`src/hw/rtl/axli_pkg.sv`:
```
// axli_pkg: shared constants, codes and types of the axelrod link interaction block
// no dependencies; imported by the interfaces and every module of the block

package axli_pkg;

    localparam int AXLI_SIDE       = 32;
    localparam int AXLI_TRAITS     = 10;
    localparam int AXLI_VALUE_BITS = 3;

    localparam int WORD_BITS  = 30;
    localparam int NODE_BITS  = 10;
    localparam int DRAW_BITS  = 16;
    localparam int SIM_BITS   = 4;
    localparam int TRAIT_BITS = 4;

    typedef enum logic [1:0] {
        FUNC_WRITE,
        FUNC_READ,
        FUNC_LINK
    } axli_func_t;

    typedef enum logic [3:0] {
        S_IDLE,
        S_DIV,
        S_NBR,
        S_RD_DST,
        S_RD_SRC,
        S_LOAD,
        S_COUNT,
        S_DECIDE,
        S_SELECT,
        S_DONE
    } axli_state_t;

    typedef struct packed {
        logic                 same;
        logic [WORD_BITS-1:0] merged;
    } axli_cmp_t;

endpackage

```
`src/hw/rtl/axli_nbr.sv`:
```
// axli_nbr: neighbour index on the periodic lattice, row by reciprocal multiply
// depends on axli_pkg for the node field width

module axli_nbr
    import axli_pkg::*;
#(
    parameter int SIDE   = AXLI_SIDE,
    parameter int NODE_W = $clog2(SIDE * SIDE)
) (
    input  logic                 clk,
    input  logic                 load,
    input  logic [NODE_BITS-1:0] node,
    input  logic                 vertical_link,
    output logic [NODE_W-1:0]    nb
);

    localparam int NODES       = SIDE * SIDE;
    localparam int RECIP_SHIFT = 20;
    localparam int RECIP_W     = 21;
    localparam logic [RECIP_W-1:0] RECIP =
        RECIP_W'(((1 << RECIP_SHIFT) + SIDE - 1) / SIDE);

    logic [NODE_BITS+RECIP_W-1:0] prod;
    logic [NODE_BITS-1:0]         q_reg;
    logic [NODE_BITS-1:0]         q_side;
    logic [NODE_BITS-1:0]         col;
    logic                         at_right_edge;
    logic [NODE_W:0]              down;
    logic [NODE_W:0]              right;

    assign prod = (NODE_BITS + RECIP_W)'(node) * (NODE_BITS + RECIP_W)'(RECIP);

    always_ff @(posedge clk)
    begin
        if (load)
        begin
            q_reg <= prod[RECIP_SHIFT +: NODE_BITS];
        end
    end

    always_comb
    begin
        q_side        = NODE_BITS'(q_reg * SIDE);
        col           = node - q_side;
        at_right_edge = (col == NODE_BITS'(SIDE - 1));
        down          = (NODE_W + 1)'(node) + (NODE_W + 1)'(SIDE);
        if (down >= (NODE_W + 1)'(NODES))
        begin
            down = down - (NODE_W + 1)'(NODES);
        end
        right = (NODE_W + 1)'(node) + (NODE_W + 1)'(1);
        if (at_right_edge)
        begin
            right = right - (NODE_W + 1)'(SIDE);
        end
        nb = vertical_link ? down[NODE_W-1:0] : right[NODE_W-1:0];
    end

endmodule

```
`config.mk`:
```
export PLATFORM = sky130hd
export DESIGN_NAME = axli_nbr
export DESIGN_NICKNAME = d
export VERILOG_FILES = /design/src/hw/rtl/axli_pkg.sv /design/src/hw/rtl/axli_nbr.sv
export SDC_FILE = /design/constraint.sdc
export NUM_CORES = 1
export LEC_CHECK = 0
export BUFFER_PORTS_ARGS = -buffer_cell sky130_fd_sc_hd__buf_2
export CORE_MARGIN = 2
export CORE_UTILIZATION = 50
export DETAILED_ROUTE_END_ITERATION = 16
export GPL_ROUTABILITY_DRIVEN = 0
export PLACE_DENSITY = 0.78
export SLEW_MARGIN = 30
export SYNTH_ARGS = -nofsm -noshare
export SYNTH_HDL_FRONTEND = slang
export SYNTH_SLANG_ARGS = --single-unit
```
`constraint.sdc`:
```
create_clock -name clk -period 7 [get_ports clk]
set_clock_uncertainty 0.2 [all_clocks]
set_input_delay 0.7 -clock clk [delete_from_list [all_inputs] [get_ports clk]]
set_output_delay 0.7 -clock clk [all_outputs]
set_load 0.005 [all_outputs]
```
==> results of run 1 <==
[metal layers]
metal / track usage / up-vias / routed length (µm)
met3: 0.01277 / 2 / 44
met2: 0.3212 / 18 / 852
met5: 0 / - / 0
li1: - / 360 / -
met4: 0.1000 / 0 / 15
met1: 0.2540 / 346 / 729
[power breakdown]
group	internal, W	switching, W	leakage (nW)	total, W
logic	0.0000208	0.0000263	0.329	0.0000470
clock network	0.0000214	0.0000103	0.0150	0.0000318
registers	0.0000358	0.000000919	0.0489	0.0000367
total	0.0000780	0.0000375	0.392	0.000115
[worst max-delay path, stage by stage]
cell	delay [ns]
buf_2	0.19
inv_1	0.11
ha_1	0.23
fa_1	0.48
nand2_1	0.06
or3_4	0.38
nor3_4	0.38
nand2_1	0.13
a211oi_2	0.23
xnor2_1	0.13
buf_2	0.13
[worst paths after layout]
| check | end | cells after the start | from |
|---|---|---|---|
| max | nb[8] | 11 | node[5] |
| min | q_reg[4] | 1 | node[9] |
[Yosys cell counts (3+ instances only)]
master / n
clkbuf_1: 3
nand3_1: 5
xnor2_1: 12
edfxtp_1: 5
nand2_1: 8
a21oi_1: 3
nor2_1: 7
xor2_1: 5
ha_1: 6
nand4_1: 4
inv_1: 6
[cells by family (layout without fill, tap and decap cells)]
| group | after synthesis | after routing | share of synthesized area |
|---|---|---|---|
| muxes | 2 | 2 | 0.02848 |
| buffers and inverters | 9 | 32 | 0.04522 |
| and+or+nand+nor | 35 | 35 | 0.2781 |
| xor gates and xnor gates | 17 | 17 | 0.1993 |
| DFF | 5 | 5 | 0.2010 |
| adders and majority gates | 7 | 7 | 0.1273 |
| AOI/OAI and AO/OA | 12 | 12 | 0.1206 |
[metrics by stage]
stage | worst slack (ns) | hold WS (ns)
global route | 2.788 | 0.4940
global placement | 3.054 | 0.7307
CTS | 2.945 | 0.4888
finish | 2.946 | 0.4955
floorplan | 3.150 | 0.5989
detailed placement | 2.942 | 0.7340
[layout make-up]
| class | instances | area [µm²] |
|---|---|---|
| repair buffers | 22 | 110.1 |
| multi-input cells | 73 | 563.0 |
| flip-flops and latches | 5 | 150.1 |
| well taps | 15 | 18.77 |
| inverters | 6 | 22.52 |
| fillers | 126 | 459.2 |
| clock buffers | 4 | 26.28 |
==> reports/qor.txt, run 1 <==
Vias = 726
GRT Total Usage = 0.1951
CTS Hold Bufs = 0
Clock sinks = 5
DIE AREA = 1819 µm²
Post-Synthesis Cell Area = 747.0 µm²
Cell area after layout = 890.9 µm²
Final ANT Viol Nets = 0
Yosys top cell by area = edfxtp_1
Syn avg cell area = 8.586 µm²
Starting Density = 0.5533
Critical path type = primary input to output port
CP Max Fanout = 9
Pre-antenna DRT Iters = 5
Tcrit/Tclk final = 0.5792
# diodes = 0
Synthesized instance count = 87
Maximum vdd drop = 96.86 µV
Unrepaired setup endpoints after global routing = false
First-pass GRT wire length = 2.711 mm
Most frequent cells in the layout = buf_2 (22), xnor2_1 (12), nand2_1 (8)
Largest net degree at the start of global routing = 12
Initial antenna violation count = 0
Leak = 0.3925 nW
Synth top area cells = edfxtp_1 (20%), xnor2_1 (14%), ha_1 (10%)
Fraction of layout cells with a size suffix above 1 = 0.3000
Drt total wl = 1.642 mm
Root buffer cell = clkbuf_4
Wirelength per Cell = 13.14 µm
Inst Count DP = 121
Crit start category = primary input
Clk pin slew, worst setup/hold paths = 0.04 ns
Max FFs per register = 5
Maximum clock rate = 0.2466 GHz
Rows = 13
Fin cells = 125
Post-CTS setup buffers = 0
Total power = 0.0001155 W
Setup TNS = 0 ns
Slew Viols, Final = 0
Gr ovfl total = 0
Vias in the first global route = 649
Yosys cell types = 34
Synthesis-to-finish area growth = 19.26%
CTS Buf Count = 3
Worst slew pin tran = 0.7320 ns
Top Ports = 23
Mapped Nets = 107
Synth Flop Type = edfxtp_1
Iter 0 DRT Violations = 22
Final Util = 0.6599
Ys async rst share = 0
NumNets Final = 131
Pwr dens = 129.6 nW/µm²
CTS Buffer Depth = 2
Synthesis warning total = 0
Die Ht = 42.65 µm
Status = finished clean
DIE WIDTH = 42.65 µm
Synth Register Bits = 5
Worst endpoint required time = 6.10 ns
H-tree depth = 1
Core area = 1350 µm²
CTS tree = done
Worst endpoint data arrival time = 3.15 ns
Hpwl dp = 1.302 mm
DRC errors left = 0
CP Capture Type = output port
Hold crit path type = primary input to flip-flop
Buffers on Ports = 22
Vias per inst = 5.808
Area after DPL = 864.6 µm²
Most common cell after layout, fill and taps aside = buf_2
Slew headroom = 0.5056
Share of the synthesized area in the top cell type = 0.2010
MaxCap Viol Count = 0
Post-synth EDFFs = 5
Hold violation count in the final report = 0
Final setup viols = 0
PostCTS Resize Cnt = 0
Post-route minimum period = 4.054 ns
Register area share after synthesis = 0.2010
No activity file was read; power rests on OpenSTA's default activity.
==> inputs of run 2 (changes only) <==
--- a/config.mk
+++ b/config.mk
@@ -6,11 +6,12 @@
 export NUM_CORES = 1
 export LEC_CHECK = 0
 export BUFFER_PORTS_ARGS = -buffer_cell sky130_fd_sc_hd__buf_2
+export CORE_ASPECT_RATIO = 1.2
 export CORE_MARGIN = 2
-export CORE_UTILIZATION = 50
+export CORE_UTILIZATION = 45
 export DETAILED_ROUTE_END_ITERATION = 16
 export GPL_ROUTABILITY_DRIVEN = 0
-export PLACE_DENSITY = 0.78
+export PLACE_DENSITY = 0.74
 export SLEW_MARGIN = 30
 export SYNTH_ARGS = -nofsm -noshare
 export SYNTH_HDL_FRONTEND = slang
==> constraint.sdc (replaced) <==
create_clock -name clk -period 3.55 [get_ports clk]
set_clock_uncertainty 0.2 [all_clocks]
set_input_delay 0.355 -clock clk [delete_from_list [all_inputs] [get_ports clk]]
set_output_delay 0.355 -clock clk [all_outputs]
set_load 0.005 [all_outputs]
==> run 2 against run 1 <==
  * Sequential power up 98%
  * Wire length down 5.3%
  * Core utilization down 9.7 points
  * Final cell count up 3.2%
  * Count of clock-buffer cells in the layout unchanged
  * Clock power up 110%
  * Non-clock buffer count up 1
  * Die area up 10%
  * Sequential share of layout area down 0.21 points
  * Critical path type is now flip-flop to output port
  * Critical endpoint unchanged
  * Largest cell class unchanged
  * Highest routed layer is now met3
==> reports/qor.txt, run 2 (synthesized netlist as in run 1, its figures left out) <==
Iter 0 DRT Violations = 11
CP Max Fanout = 8
Cell mode on critical path = nand2_1
Leak = 0.3973 nW
Worst endpoint data arrival time = 2.71 ns
CTS tree = done
Pwr dens = 255.7 nW/µm²
Hold path cells = 1
CTS Buf Count = 3
Final setup viols = 0
Crit-path max cell delay = 0.49 ns
Root buffer cell = clkbuf_4
Die Ht = 48.63 µm
Post-route worst setup slack = 0.2804 ns
Seq pwr share = 0.315
Clock sinks = 5
Core area = 1602 µm²
DIE AREA = 2003 µm²
Cell internal pwr = 0.0001545 W
Critical Path Stages = 9
Top Ports = 23
PostCTS Resize Cnt = 0
Hold Path Origin = node[9]
Final ANT Viol Nets = 0
Pre-CTS WS = 0.3552 ns
DIE WIDTH = 41.19 µm
Slew Viols, Final = 0
Critical path type = flip-flop to output port
Most frequent cells in the layout = buf_2 (22), xnor2_1 (12), nand2_1 (8)
CTS Buffer Depth = 2
Slew headroom = 0.6133
Hold violation count in the final report = 0
Maximum clock rate = 0.3059 GHz
# diodes = 0
Cell area after layout = 902.1 µm²
Rows = 16
Worst endpoint required time = 2.99 ns
Hold crit path type = primary input to flip-flop
Fraction of layout cells with a size suffix above 1 = 0.3063
H-tree depth = 1
Fill cell count = 161
Clk pin slew, worst setup/hold paths = 0.04 ns
DRC errors left = 0
Post-CTS setup buffers = 0
Crit path max-delay family = simple AND/OR/NAND/NOR gates
Hpwl dp = 1.281 mm
Status = finished clean
Unrepaired setup endpoints after global routing = false
Worst path bufs/invs = 1
Gr ovfl total = 0
Drt total wl = 1.555 mm
Largest net degree at the start of global routing = 12
MaxCap Viol Count = 0
CP Capture Type = output port
Starting Density = 0.4664
Area after DPL = 875.8 µm²
Setup crit start = q_reg[0]
Logic pwr share = 0.400
Max FFs per register = 5
Setup TNS = 0 ns
Buffers on Ports = 22
Post-route minimum period = 3.270 ns
Tcrit/Tclk final = 0.9210
Initial antenna violation count = 0
CP Cell Sequence = ha_1 -> fa_1 -> nand2_1 -> or3_4 -> nor3_4 -> nand2_1 -> a211oi_2 -> xnor2_1 -> buf_2
Most common cell after layout, fill and taps aside = buf_2
Worst slew pin tran = 0.5726 ns
Vias per inst = 5.488
Vias = 708
Pre-antenna DRT Iters = 4
Cell with the largest stage delay on the worst path = fa_1
Synthesis-to-finish area growth = 20.77%
NetSw = 0.00007618 W
Vias in the first global route = 655
Clk pwr share = 0.285
CTS Hold Bufs = 0
Crit start category = flip-flop
NumNets Final = 132
First-pass GRT wire length = 2.677 mm
Maximum vdd drop = 116.8 µV
GRT Total Usage = 0.1852
Wirelength per Cell = 12.05 µm
Sw frac = 0.3303
==> run 2: changes by cell type in the layout (fill, tap and decap cells not counted) <==
cell and change:
buf_4 +1
==> run 2: path summary, 6_finish.rpt <==
path,endpoint
hold / removal,q_reg[4]
setup / recovery,nb[8]
==> run 2: power by group through the flow <==
stage	Sequential, W	Clock, W	Combinational [W]
6_report	0.0000726	0.0000657	0.0000923
5_1_grt	0.0000731	0.0000731	0.000104
4_1_cts	0.0000727	0.0000670	0.0000931
3_5_place_dp	0.0000737	0	0.0000926
3_3_place_gp	0.0000736	0	0.0000907
2_1_floorplan	0.0000730	0	0.0000598
==> run 2: per-stage QoR <==
stage	total power [W]	util	hold WS, ns	std cells
2_1_floorplan	0.0001327	-	0.2539	87
3_3_place_gp	0.0001644	0.5469	0.3863	125
3_5_place_dp	0.0001663	0.5469	0.3877	125
4_1_cts	0.0002328	0.5633	0.1394	129
5_1_grt	0.0002505	0.5633	0.1480	129
6_report	0.0002306	0.5633	0.1418	129
==> run 2: layout make-up <==
cell class / count / area [µm²] / share of cell area
Multi-Input combinational cell: 73 / 563.0 / 0.6241
Sequential cell: 5 / 150.1 / 0.1664
Timing Repair Buffer: 23 / 117.6 / 0.1304
Clock buffer: 4 / 26.28 / 0.02913
Inverter: 6 / 22.52 / 0.02497
Tap cell: 18 / 22.52 / 0.02497
==> run 2: per-layer routing <==
layer | share of wire | up-vias | global-route usage
li1 | - | 361 | -
met2 | 0.52 | 27 | 0.2969
met1 | 0.42 | 320 | 0.2522
met5 | 0 | - | 0
met4 | 0 | 0 | 0.05914
met3 | 0.059 | 0 | 0.01376
