<file path="src/hw/rtl/axli_pkg.sv">
// axli_pkg: shared constants, codes and types of the axelrod link interaction block
// no dependencies; imported by the interfaces and every module of the block

package axli_pkg;

    localparam int AXLI_SIDE       = 32;
    localparam int AXLI_TRAITS     = 10;
    localparam int AXLI_VALUE_BITS = 3;

    localparam int WORD_BITS  = 30;
    localparam int NODE_BITS  = 10;
    localparam int DRAW_BITS  = 16;
    localparam int SIM_BITS   = 4;
    localparam int TRAIT_BITS = 4;

    typedef enum logic [1:0] {
        FUNC_WRITE,
        FUNC_READ,
        FUNC_LINK
    } axli_func_t;

    typedef enum logic [3:0] {
        S_IDLE,
        S_DIV,
        S_NBR,
        S_RD_DST,
        S_RD_SRC,
        S_LOAD,
        S_COUNT,
        S_DECIDE,
        S_SELECT,
        S_DONE
    } axli_state_t;

    typedef struct packed {
        logic                 same;
        logic [WORD_BITS-1:0] merged;
    } axli_cmp_t;

endpackage

</file>
<file path="src/hw/rtl/axli_trait_unit.sv">
// axli_trait_unit: shared shift and compare unit, one trait of two words per use
// depends on axli_pkg for the word width and the result struct

module axli_trait_unit
    import axli_pkg::*;
#(
    parameter int TRAITS     = AXLI_TRAITS,
    parameter int VALUE_BITS = AXLI_VALUE_BITS,
    parameter int J_W        = $clog2(TRAITS)
) (
    input  logic [WORD_BITS-1:0] dst_word,
    input  logic [WORD_BITS-1:0] src_word,
    input  logic [J_W-1:0]       j,
    output axli_cmp_t            cmp
);

    localparam int SH_W = J_W + 4;
    localparam logic [WORD_BITS-1:0] VMASK = WORD_BITS'((32'd1 << VALUE_BITS) - 32'd1);

    logic [SH_W-1:0]       sh;
    logic [WORD_BITS-1:0]  dst_sh;
    logic [WORD_BITS-1:0]  src_sh;
    logic [WORD_BITS-1:0]  mask_sh;
    logic [VALUE_BITS-1:0] a;
    logic [VALUE_BITS-1:0] b;

    always_comb
    begin
        sh         = SH_W'(j) * SH_W'(VALUE_BITS);
        dst_sh     = dst_word >> sh;
        src_sh     = src_word >> sh;
        a          = dst_sh[VALUE_BITS-1:0];
        b          = src_sh[VALUE_BITS-1:0];
        mask_sh    = VMASK << sh;
        cmp.same   = (a == b);
        cmp.merged = (dst_word & ~mask_sh) | (WORD_BITS'(b) << sh);
    end

endmodule

</file>
<file path="config.mk">
export PLATFORM = sky130hd
export DESIGN_NAME = axli_trait_unit
export DESIGN_NICKNAME = d
export VERILOG_FILES = /design/src/hw/rtl/axli_pkg.sv /design/src/hw/rtl/axli_trait_unit.sv
export SDC_FILE = /design/constraint.sdc
export NUM_CORES = 1
export LEC_CHECK = 0
export CAP_MARGIN = 25
export CELL_PAD_IN_SITES_DETAIL_PLACEMENT = 1
export CELL_PAD_IN_SITES_GLOBAL_PLACEMENT = 1
export CORE_MARGIN = 3
export CORE_UTILIZATION = 44
export DETAILED_ROUTE_END_ITERATION = 12
export DONT_BUFFER_PORTS = 1
export PLACE_DENSITY_LB_ADDON = 0.3
export SLEW_MARGIN = 25
export SYNTH_ARGS = -nofsm -noshare
export SYNTH_HDL_FRONTEND = slang
export SYNTH_SLANG_ARGS = --single-unit
</file>
<file path="constraint.sdc">
create_clock -name vclk -period 3.7
set_clock_uncertainty 0.15 [all_clocks]
set_input_delay 0.185 -clock vclk [all_inputs]
set_output_delay 0.185 -clock vclk [all_outputs]
set_load 0.05 [all_outputs]
</file>
==> implementation parameters, run 1 <==
Parameter                              Value

Logic synthesis
  Synth top area share    24.5%
  Average instance area after synthesis    7.11 sq um
  Dominant combinational cell family by area after synthesis    multiplexers
  Gate Count Post-Synth    138
  Multiplexer share of the synthesized area    between 40 and 50%
  Dominant cells by area after synthesis    sky130_fd_sc_hd__mux2i_1, sky130_fd_sc_hd__nor2_1, sky130_fd_sc_hd__a21oi_1
  Post-synth net total    approximately 200
  Simple-gate share of the synthesized area    24.4%
  Synth unique cells    26
  Sequential-to-total area share from yosys stat    0%
  Yosys warns    0
  Synthesized-area fraction occupied by ao, oa, aoi and oai cells    about a quarter
  Xor and xnor fraction of the mapped netlist area    under 10%
  Adder and majority cell fraction of the synthesized area    0%
  Synth area leader    sky130_fd_sc_hd__mux2i_1
  Mapped cell area    981 sq um

Global route
  First-pass GRT wire length    approximately 4500 um
  Total overflow reported by the global router    0
  Global-route total usage across every layer    20.7%
  Vias in the first global route    999
  Antenna violations before repair    0
  Maximum number of pins on one net before global-route repair    33

Routing
  Number of iterations in the first detailed-routing pass    4
  Number of DRC violations after detailed routing    0
  DRC violation total after the first TritonRoute iteration    13
  Total Wirelength    3200 um
  Avg WL per Cell    roughly 21 um
  Number of routed nets with antenna violations    0
  Routed via count divided by cell count    6.66
  Vias post-DR    1025

STA
  Max Fclk    439 MHz
  Transition at the pin with the smallest max-transition slack    about 1.1 ns
  Tightest slew margin relative to the limit    29.0%
  Post-route fraction of the period consumed by the critical path    roughly three fifths
  Pins over their slew limit    0
  Shortest clock period the worst path allows after layout    2.28 ns
  Setup violations, final    0
  Final-layout setup total negative slack    0 ns
  RSZ-0062 raised after global routing    false
  Number of failing hold endpoints at the final stage    0

Finish
  Layout sequential cell count    0
  Final design utilization    46.2%
  Layout clock buffers    0
  Storage cell area    0 sq um
  Synthesis-to-layout area growth    -3.83%
  Ant diodes    0
  Share of cells above drive strength 1    11.8%
  Total number of nets in the final design    193

Run
  Count of max-cap constraint violations    0

Clock tree
  Number of post-CTS setup repair buffers    0
  Count of cells resized by post-cts repair    0
  Hold buffer count at CTS    0

Power
  Power density cells    205 nW/um^2
  VDD IR-drop max    ~0.095 mV
  Leakage    0.351 nW

Die
  Placeable core region    between 2000 and 2500 sq um
  Horizontal die dimension    53.2 um
  Chip height    roughly 53 um
  IO Count    95
  Initial core utilization    48.0%
  DIE AREA    2830 sq um
  Num rows    16

Critical path
  Last element of the critical path    cmp[30]
  Critical Setup Path Class    primary input to output pin
  Critical path peak fanout    18
  Worst endpoint required time    ~3.4 ns
  Type of element launching the critical path    primary input
  Worst Path Arrival    1.94 ns
  Sort of element at the end of the critical path    output pin
  Critical path startpoint    j[1]

Place
  Number of buffers added on ports    0
  Final weighted congestion in routability-driven placement    0.805
  Sum of net half-perimeters after detailed placement    2710 um

Worst hold path
  Path type of the worst min-delay path    primary input to output pin

Outcome
  Run status    completed
worst min path at each step:
stage / start / end / slack (ns) / cells past startpoint
4_1_cts: dst_word[9] / cmp[9] / 0.51 / 2
2_1_floorplan: dst_word[0] / cmp[0] / 0.50 / 2
5_1_grt: dst_word[11] / cmp[11] / 0.52 / 2
3_3_place_gp: dst_word[5] / cmp[5] / 0.50 / 2
6_report: dst_word[9] / cmp[9] / 0.50 / 2
3_5_place_dp: dst_word[20] / cmp[20] / 0.51 / 2
report_power, final:
part | internal, mW | switching [mW] | total, mW
clock network | 0 | 0 | 0
logic | 0.0505 | 0.143 | 0.193
registers | 0 | 0 | 0
total | 0.0505 | 0.143 | 0.193
cell type report:
class,instances,area [sq um]
fill,278,1100
tap,27,33.8
multi-input combinational,127,910
critical path: stages:
cell                      delay [ns]
sky130_fd_sc_hd__or3b_1         0.47
sky130_fd_sc_hd__nor2_1         0.25
sky130_fd_sc_hd__a31oi_4        0.11
sky130_fd_sc_hd__xor2_1         0.22
sky130_fd_sc_hd__nor3_2         0.71
per-stage QoR:
step	hold WS, ns	power [mW]	area [sq um]	std cells	setup WS [ns]
detailed placement	0.507	0.194	943	154	1.41
global placement	0.503	0.191	943	154	1.44
floorplan	0.498	0.195	981	138	1.11
global route	0.515	0.203	943	154	1.34
CTS	0.508	0.194	943	154	1.41
finish	0.504	0.193	943	154	1.42
kinds of logic after synthesis:
logic type | count (synthesis)
and+or+nand+nor | 52
AOI/OAI and AO/OA | 38
muxes | 34
buffers and inverters | 11
xor gates and xnor gates | 3
layer usage:
layer / vias to the layer above / wire (um) / global-route usage (%)
li1: 489 / - / -
met1: 478 / 1350 / 26.8
met2: 56 / 1550 / 37.8
met3: 2 / 293 / 2.25
met4: 0 / 14 / 1.28
met5: - / 0 / 0
cells in the final DEF (no fill, tap or decap):
cell type                  count
sky130_fd_sc_hd__a21oi_1      21
sky130_fd_sc_hd__a22oi_1       4
sky130_fd_sc_hd__a31oi_1       6
sky130_fd_sc_hd__a31oi_4       2
sky130_fd_sc_hd__mux2_2        6
sky130_fd_sc_hd__mux2i_1      24
sky130_fd_sc_hd__mux4_2        4
sky130_fd_sc_hd__nand2_1       8
sky130_fd_sc_hd__nand2b_1      4
sky130_fd_sc_hd__nor2_1       29
sky130_fd_sc_hd__nor2b_1       2
sky130_fd_sc_hd__nor3_1        5
sky130_fd_sc_hd__nor3_2        1
sky130_fd_sc_hd__nor4_2        1
sky130_fd_sc_hd__o21ai_1       3
sky130_fd_sc_hd__o22a_2        1
sky130_fd_sc_hd__o22ai_1       1
sky130_fd_sc_hd__or2_0         1
sky130_fd_sc_hd__or3b_1        1
sky130_fd_sc_hd__xnor2_1       1
sky130_fd_sc_hd__xor2_1        2
cells in the mapped netlist (all sizes together), types with 3 or more instances:
library cell  number
buf                9
a21oi             21
nor3               6
a22oi              4
nand2              8
mux2               6
a31oi              8
mux4               4
o21ai              3
nor2              29
mux2i             24
nand2b             4
(Power assumes the default switching activity.)
==> run 2, diff against run 1 <==
--- a/config.mk
+++ b/config.mk
@@ -5,11 +5,12 @@
 export SDC_FILE = /design/constraint.sdc
 export NUM_CORES = 1
 export LEC_CHECK = 0
+export ABC_AREA = 1
 export CAP_MARGIN = 25
 export CELL_PAD_IN_SITES_DETAIL_PLACEMENT = 1
 export CELL_PAD_IN_SITES_GLOBAL_PLACEMENT = 1
 export CORE_MARGIN = 3
-export CORE_UTILIZATION = 44
+export CORE_UTILIZATION = 38
 export DETAILED_ROUTE_END_ITERATION = 12
 export DONT_BUFFER_PORTS = 1
 export PLACE_DENSITY_LB_ADDON = 0.3
==> constraint.sdc (replaced) <==
create_clock -name vclk -period 2.15
set_clock_uncertainty 0.15 [all_clocks]
set_input_delay 0.1075 -clock vclk [all_inputs]
set_output_delay 0.1075 -clock vclk [all_outputs]
set_load 0.05 [all_outputs]
==> run 2 against run 1 <==
Power up 130%. Sequential share of layout area unchanged. Worst setup slack worse by 1.1 ns. Cell count up 110%. Global-route usage up 6.2 points. Die area up 28%. Largest cell class unchanged. First-iteration DRC count rose to 5.3 times the previous value. Critical endpoint unchanged.
==> implementation parameters, run 2 <==
Parameter                              Value

Logic synthesis
  Yosys warns    0
  Synth top area share    37.9%
  Average instance area after synthesis    ~4.3 sq um
  Synth unique cells    17
  Post-synth net total    324
  Most common library cells after synthesis    sky130_fd_sc_hd__nand2_1, sky130_fd_sc_hd__nor2_1, sky130_fd_sc_hd__a21oi_1
  Sequential-to-total area share from yosys stat    0%
  Synth area leader    sky130_fd_sc_hd__nand2_1
  Dominant cells by area after synthesis    sky130_fd_sc_hd__nand2_1, sky130_fd_sc_hd__nor2_1, sky130_fd_sc_hd__a21oi_1
  Mapped cell area    1120 sq um
  Gate Count Post-Synth    260
  Most frequent cell after synthesis    sky130_fd_sc_hd__nand2_1

Finish
  Synthesis-to-layout area growth    22.1%
  Total number of nets in the final design    around 350
  Layout Cell Area excl Fill    1370 sq um
  Most used cells in the layout excluding fill and tap cells    sky130_fd_sc_hd__nand2_1, sky130_fd_sc_hd__nor2_1, sky130_fd_sc_hd__buf_4, sky130_fd_sc_hd__a21oi_1, sky130_fd_sc_hd__inv_1
  Layout sequential cell count    0
  Fillcell total    about 450
  Share of cells above drive strength 1    16.7%
  Storage cell area    0 sq um
  Leading cell type in the layout, fill and taps excluded    sky130_fd_sc_hd__nand2_1
  Layout clock buffers    0
  Ant diodes    0

STA
  Final-layout setup total negative slack    0 ns
  Shortest clock period the worst path allows after layout    1.86 ns
  RSZ-0062 raised after global routing    false
  Max Fclk    roughly 540 MHz
  Post-route fraction of the period consumed by the critical path    86.3%
  Number of failing hold endpoints at the final stage    0
  Pins over their slew limit    0
  Worst setup slack after layout    between 0.2 and 0.3 ns
  Setup violations, final    0
  Worst hold slack after final layout    between 0.3 and 0.4 ns
  Tightest slew margin relative to the limit    71.6%
  Transition at the pin with the smallest max-transition slack    0.424 ns

Global route
  First-pass GRT wire length    7610 um
  Global-route total usage across every layer    26.9%
  Total overflow reported by the global router    0
  Maximum number of pins on one net before global-route repair    24
  Vias in the first global route    1720
  Antenna violations before repair    0

Routing
  Number of routed nets with antenna violations    0
  Avg WL per Cell    about 15 um
  Vias post-DR    1727
  Routed via count divided by cell count    5.41
  Number of DRC violations after detailed routing    0
  Number of iterations in the first detailed-routing pass    4
  DRC violation total after the first TritonRoute iteration    69
  Total Wirelength    4830 um

Outcome
  Run status    completed

Critical path
  Critical path, cell by cell    inv_2 -> nor2_4 -> nand2_2 -> nor2_1 -> nor2_1 -> nand2_1 -> nor2_4 -> nand2_1 -> nand2_1 -> nand2_1 -> nor2_2 -> buf_4
  Critical path's most frequent cell    sky130_fd_sc_hd__nand2_1
  Sort of element at the end of the critical path    output pin
  Worst stage delay on the critical path    0.23 ns
  Worst endpoint required time    1.89 ns
  Critical path peak fanout    23
  Critical Setup Path Class    primary input to output pin
  Worst Path Arrival    between 1.5 and 2 ns
  Type of element launching the critical path    primary input
  Cell type of the slowest stage on the worst timing path    sky130_fd_sc_hd__inv_2

Clock tree
  Count of cells resized by post-cts repair    0
  Number of post-CTS setup repair buffers    0
  Hold buffer count at CTS    0

Power
  Power density cells    about 320 nW/um^2
  PnR Total Power    0.440 mW
  VDD IR-drop max    approximately 0.23 mV
  Leakage    around 0.83 nW

Run
  Count of max-cap constraint violations    0

Die
  Initial core utilization    40.3%
  Placeable core region    around 2800 sq um
  Num rows    19
  Chip height    60.3 um
  DIE AREA    3630 sq um
  Horizontal die dimension    60.3 um
  IO Count    95

Worst hold path
  Number of cells traversed by the worst hold path    3
  Endpoint of the worst hold-timing path    cmp[28]
  Path type of the worst min-delay path    primary input to output pin
  Worst min-delay path startpoint    dst_word[28]

Place
  Total cell area at the placement stage    1370 sq um
  Dpl ws    a little under 0.3 ns
  Final weighted congestion in routability-driven placement    between 0.9 and 1
  Sum of net half-perimeters after detailed placement    4120 um
  Number of buffers added on ports    0
## run 2: area by class of cell
class	count	area (sq um)	area share, %
repair buffers	33	248	18.1
multi-input cells	228	980	71.6
inverters	27	101	7.41
well taps	31	38.8	2.84
## run 2: per-layer routing
metal	wire, um	global-route usage (%)	vias to the layer above
met2	2350	48.1	79
met3	418	2.59	9
met1	1990	34.3	772
li1	-	-	867
met4	77	5.70	0
met5	0	0	-
## run 2: cells by family (layout without fill, tap and decap cells)
kind of cell / Yosys count / in the layout / share of synthesized area, %
AOI/OAI and AO/OA: 40 / 40 / 18.7
buffers and inverters: 32 / 60 / 12.5
and+or+nand+nor: 188 / 188 / 68.8
## run 2: metrics by stage
stage               util (%)  std cells
floorplan                  -        260
global placement        49.2        319
detailed placement      49.2        319
CTS                     49.2        319
global route            49.2        319
finish                  49.2        319
## run 2: worst max path at each step
stage                     from  endpoint  slack, ns  cells after the start
after global placement    j[0]   cmp[30]       0.42                     12
after detailed placement  j[0]   cmp[30]       0.29                     12
after CTS                 j[0]   cmp[30]       0.29                     12
after floorplan           j[2]   cmp[15]       0.25                      6
final                     j[0]   cmp[30]       0.29                     12
after global routing      j[0]   cmp[30]       0.16                     12
## run 2: worst max-delay path, delay by kind of cell
family                 cells  cell delay (ns)
buffers and inverters      2             0.42
AND/OR/NAND/NOR           10             1.06
## run 2: report_power, final
| group | internal (mW) | switching, mW | leakage (nW) | total [mW] |
|---|---|---|---|---|
| registers | 0 | 0 | 0 | 0 |
| clock network | 0 | 0 | 0 | 0 |
| logic | 0.127 | 0.313 | 0.828 | 0.440 |
| total | 0.127 | 0.313 | 0.828 | 0.440 |
==> run 3, diff against run 2 <==
--- a/config.mk
+++ b/config.mk
@@ -14,6 +14,7 @@
 export DETAILED_ROUTE_END_ITERATION = 12
 export DONT_BUFFER_PORTS = 1
 export PLACE_DENSITY_LB_ADDON = 0.3
+export RECOVER_POWER = 25
 export SLEW_MARGIN = 25
 export SYNTH_ARGS = -nofsm -noshare
 export SYNTH_HDL_FRONTEND = slang
==> run 3 against run 2 <==
Combinational power fell by 0.9%. Hold slack did not move. Worst setup slack got worse by 0.0040 ns. Routed wire length rose by 0.17%. Flip-flop and latch count did not move. Largest power group unchanged. Clock-buffer cell count did not move. Critical path type unchanged. Largest cell class unchanged.
==> implementation parameters, run 3 (same netlist as run 2, synthesis figures left out) <==
Parameter                              Value

Power
  VDD IR-drop max    0.229 mV
  PnR Total Power    0.436 mW
  Leakage    between 0.8 and 0.9 nW
  Power density cells    approximately 320 nW/um^2

Clock tree
  Hold buffer count at CTS    0
  Number of post-CTS setup repair buffers    0
  Count of cells resized by post-cts repair    0

Place
  Number of buffers added on ports    0
  Dpl ws    0.292 ns
  Inst Count DP    319
  Total cell area at the placement stage    1370 sq um
  Sum of net half-perimeters after detailed placement    4120 um
  Final weighted congestion in routability-driven placement    0.938

Global route
  Global-route total usage across every layer    about 27%
  First-pass GRT wire length    7610 um
  Antenna violations before repair    0
  Total overflow reported by the global router    0
  Vias in the first global route    1720
  Maximum number of pins on one net before global-route repair    24

Finish
  Layout sequential cell count    0
  Non-filler cells in the finished layout    319
  Most used cells in the layout excluding fill and tap cells    sky130_fd_sc_hd__nand2_1, sky130_fd_sc_hd__nor2_1, sky130_fd_sc_hd__buf_4, sky130_fd_sc_hd__a21oi_1, sky130_fd_sc_hd__inv_1
  Storage cell area    0 sq um
  Synthesis-to-layout area growth    20.9%
  Final design utilization    48.7%
  Ant diodes    0
  Layout clock buffers    0
  Share of cells above drive strength 1    15.6%
  Total number of nets in the final design    between 300 and 400
  Leading cell type in the layout, fill and taps excluded    sky130_fd_sc_hd__nand2_1
  Layout Cell Area excl Fill    1350 sq um

Die
  Chip height    60.3 um
  Initial core utilization    40.3%
  Horizontal die dimension    60.3 um
  Num rows    19
  IO Count    95
  DIE AREA    approximately 3600 sq um
  Placeable core region    2780 sq um

STA
  Worst hold slack after final layout    about 0.34 ns
  Tightest slew margin relative to the limit    60.3%
  Max Fclk    538 MHz
  Pins over their slew limit    0
  Worst setup slack after layout    0.290 ns
  Shortest clock period the worst path allows after layout    1.86 ns
  Post-route fraction of the period consumed by the critical path    86.5%
  RSZ-0062 raised after global routing    false
  Final-layout setup total negative slack    0 ns
  Setup violations, final    0
  Transition at the pin with the smallest max-transition slack    ~0.60 ns
  Number of failing hold endpoints at the final stage    0

Worst hold path
  Number of cells traversed by the worst hold path    3
  Path type of the worst min-delay path    primary input to output pin

Routing
  Number of iterations in the first detailed-routing pass    4
  Vias post-DR    1726
  Total Wirelength    4840 um
  Number of DRC violations after detailed routing    0
  Routed via count divided by cell count    5.41
  Number of routed nets with antenna violations    0
  DRC violation total after the first TritonRoute iteration    77
  Avg WL per Cell    between 15 and 20 um

Critical path
  Worst endpoint required time    around 1.9 ns
  Sort of element at the end of the critical path    output pin
  Type of element launching the critical path    primary input
  Critical Setup Path Class    primary input to output pin
  Critical path peak fanout    23
  Worst Path Arrival    roughly 1.6 ns

Outcome
  Run status    completed

Run
  Count of max-cap constraint violations    0
## run 3: cell count changes in the layout (fill, tap and decap cells not counted), sizes merged
cell    change
clkbuf      +4
buf         -4
## run 3: power by group
part           internal [mW]  total [mW]  switching, mW  leakage [nW]
Clock                      0           0              0             0
Combinational          0.123       0.436          0.313         0.817
Sequential                 0           0              0             0
## run 3: routing by layer
| metal | GRT usage [%] | part of all wire, % | vias up |
|---|---|---|---|
| li1 | - | - | 867 |
| met1 | 34.3 | 41 | 769 |
| met2 | 48.1 | 48 | 81 |
| met3 | 2.59 | 8.8 | 9 |
| met4 | 5.70 | 1.6 | 0 |
| met5 | 0 | 0 | - |
## run 3: layout make-up
type                       instances  area [sq um]
inverter                          27           101
timing repair buffer              33           234
multi-input combinational        228           980
tap                               31          38.8
fill                             445          1430
## run 3: final timing paths
kind | start | endpoint
worst max-delay path | j[0] | cmp[30]
worst min-delay path | dst_word[28] | cmp[28]
## run 3: worst max-delay path, cell delays in order
cell                      delay, ns
sky130_fd_sc_hd__inv_2         0.23
sky130_fd_sc_hd__nor2_4        0.07
sky130_fd_sc_hd__nand2_2       0.15
sky130_fd_sc_hd__nor2_1        0.06
sky130_fd_sc_hd__nor2_1        0.15
sky130_fd_sc_hd__nand2_1       0.12
sky130_fd_sc_hd__nor2_4        0.22
sky130_fd_sc_hd__nand2_1       0.09
sky130_fd_sc_hd__nand2_1       0.08
sky130_fd_sc_hd__nand2_1       0.06
sky130_fd_sc_hd__nor2_2        0.07
sky130_fd_sc_hd__buf_4         0.19
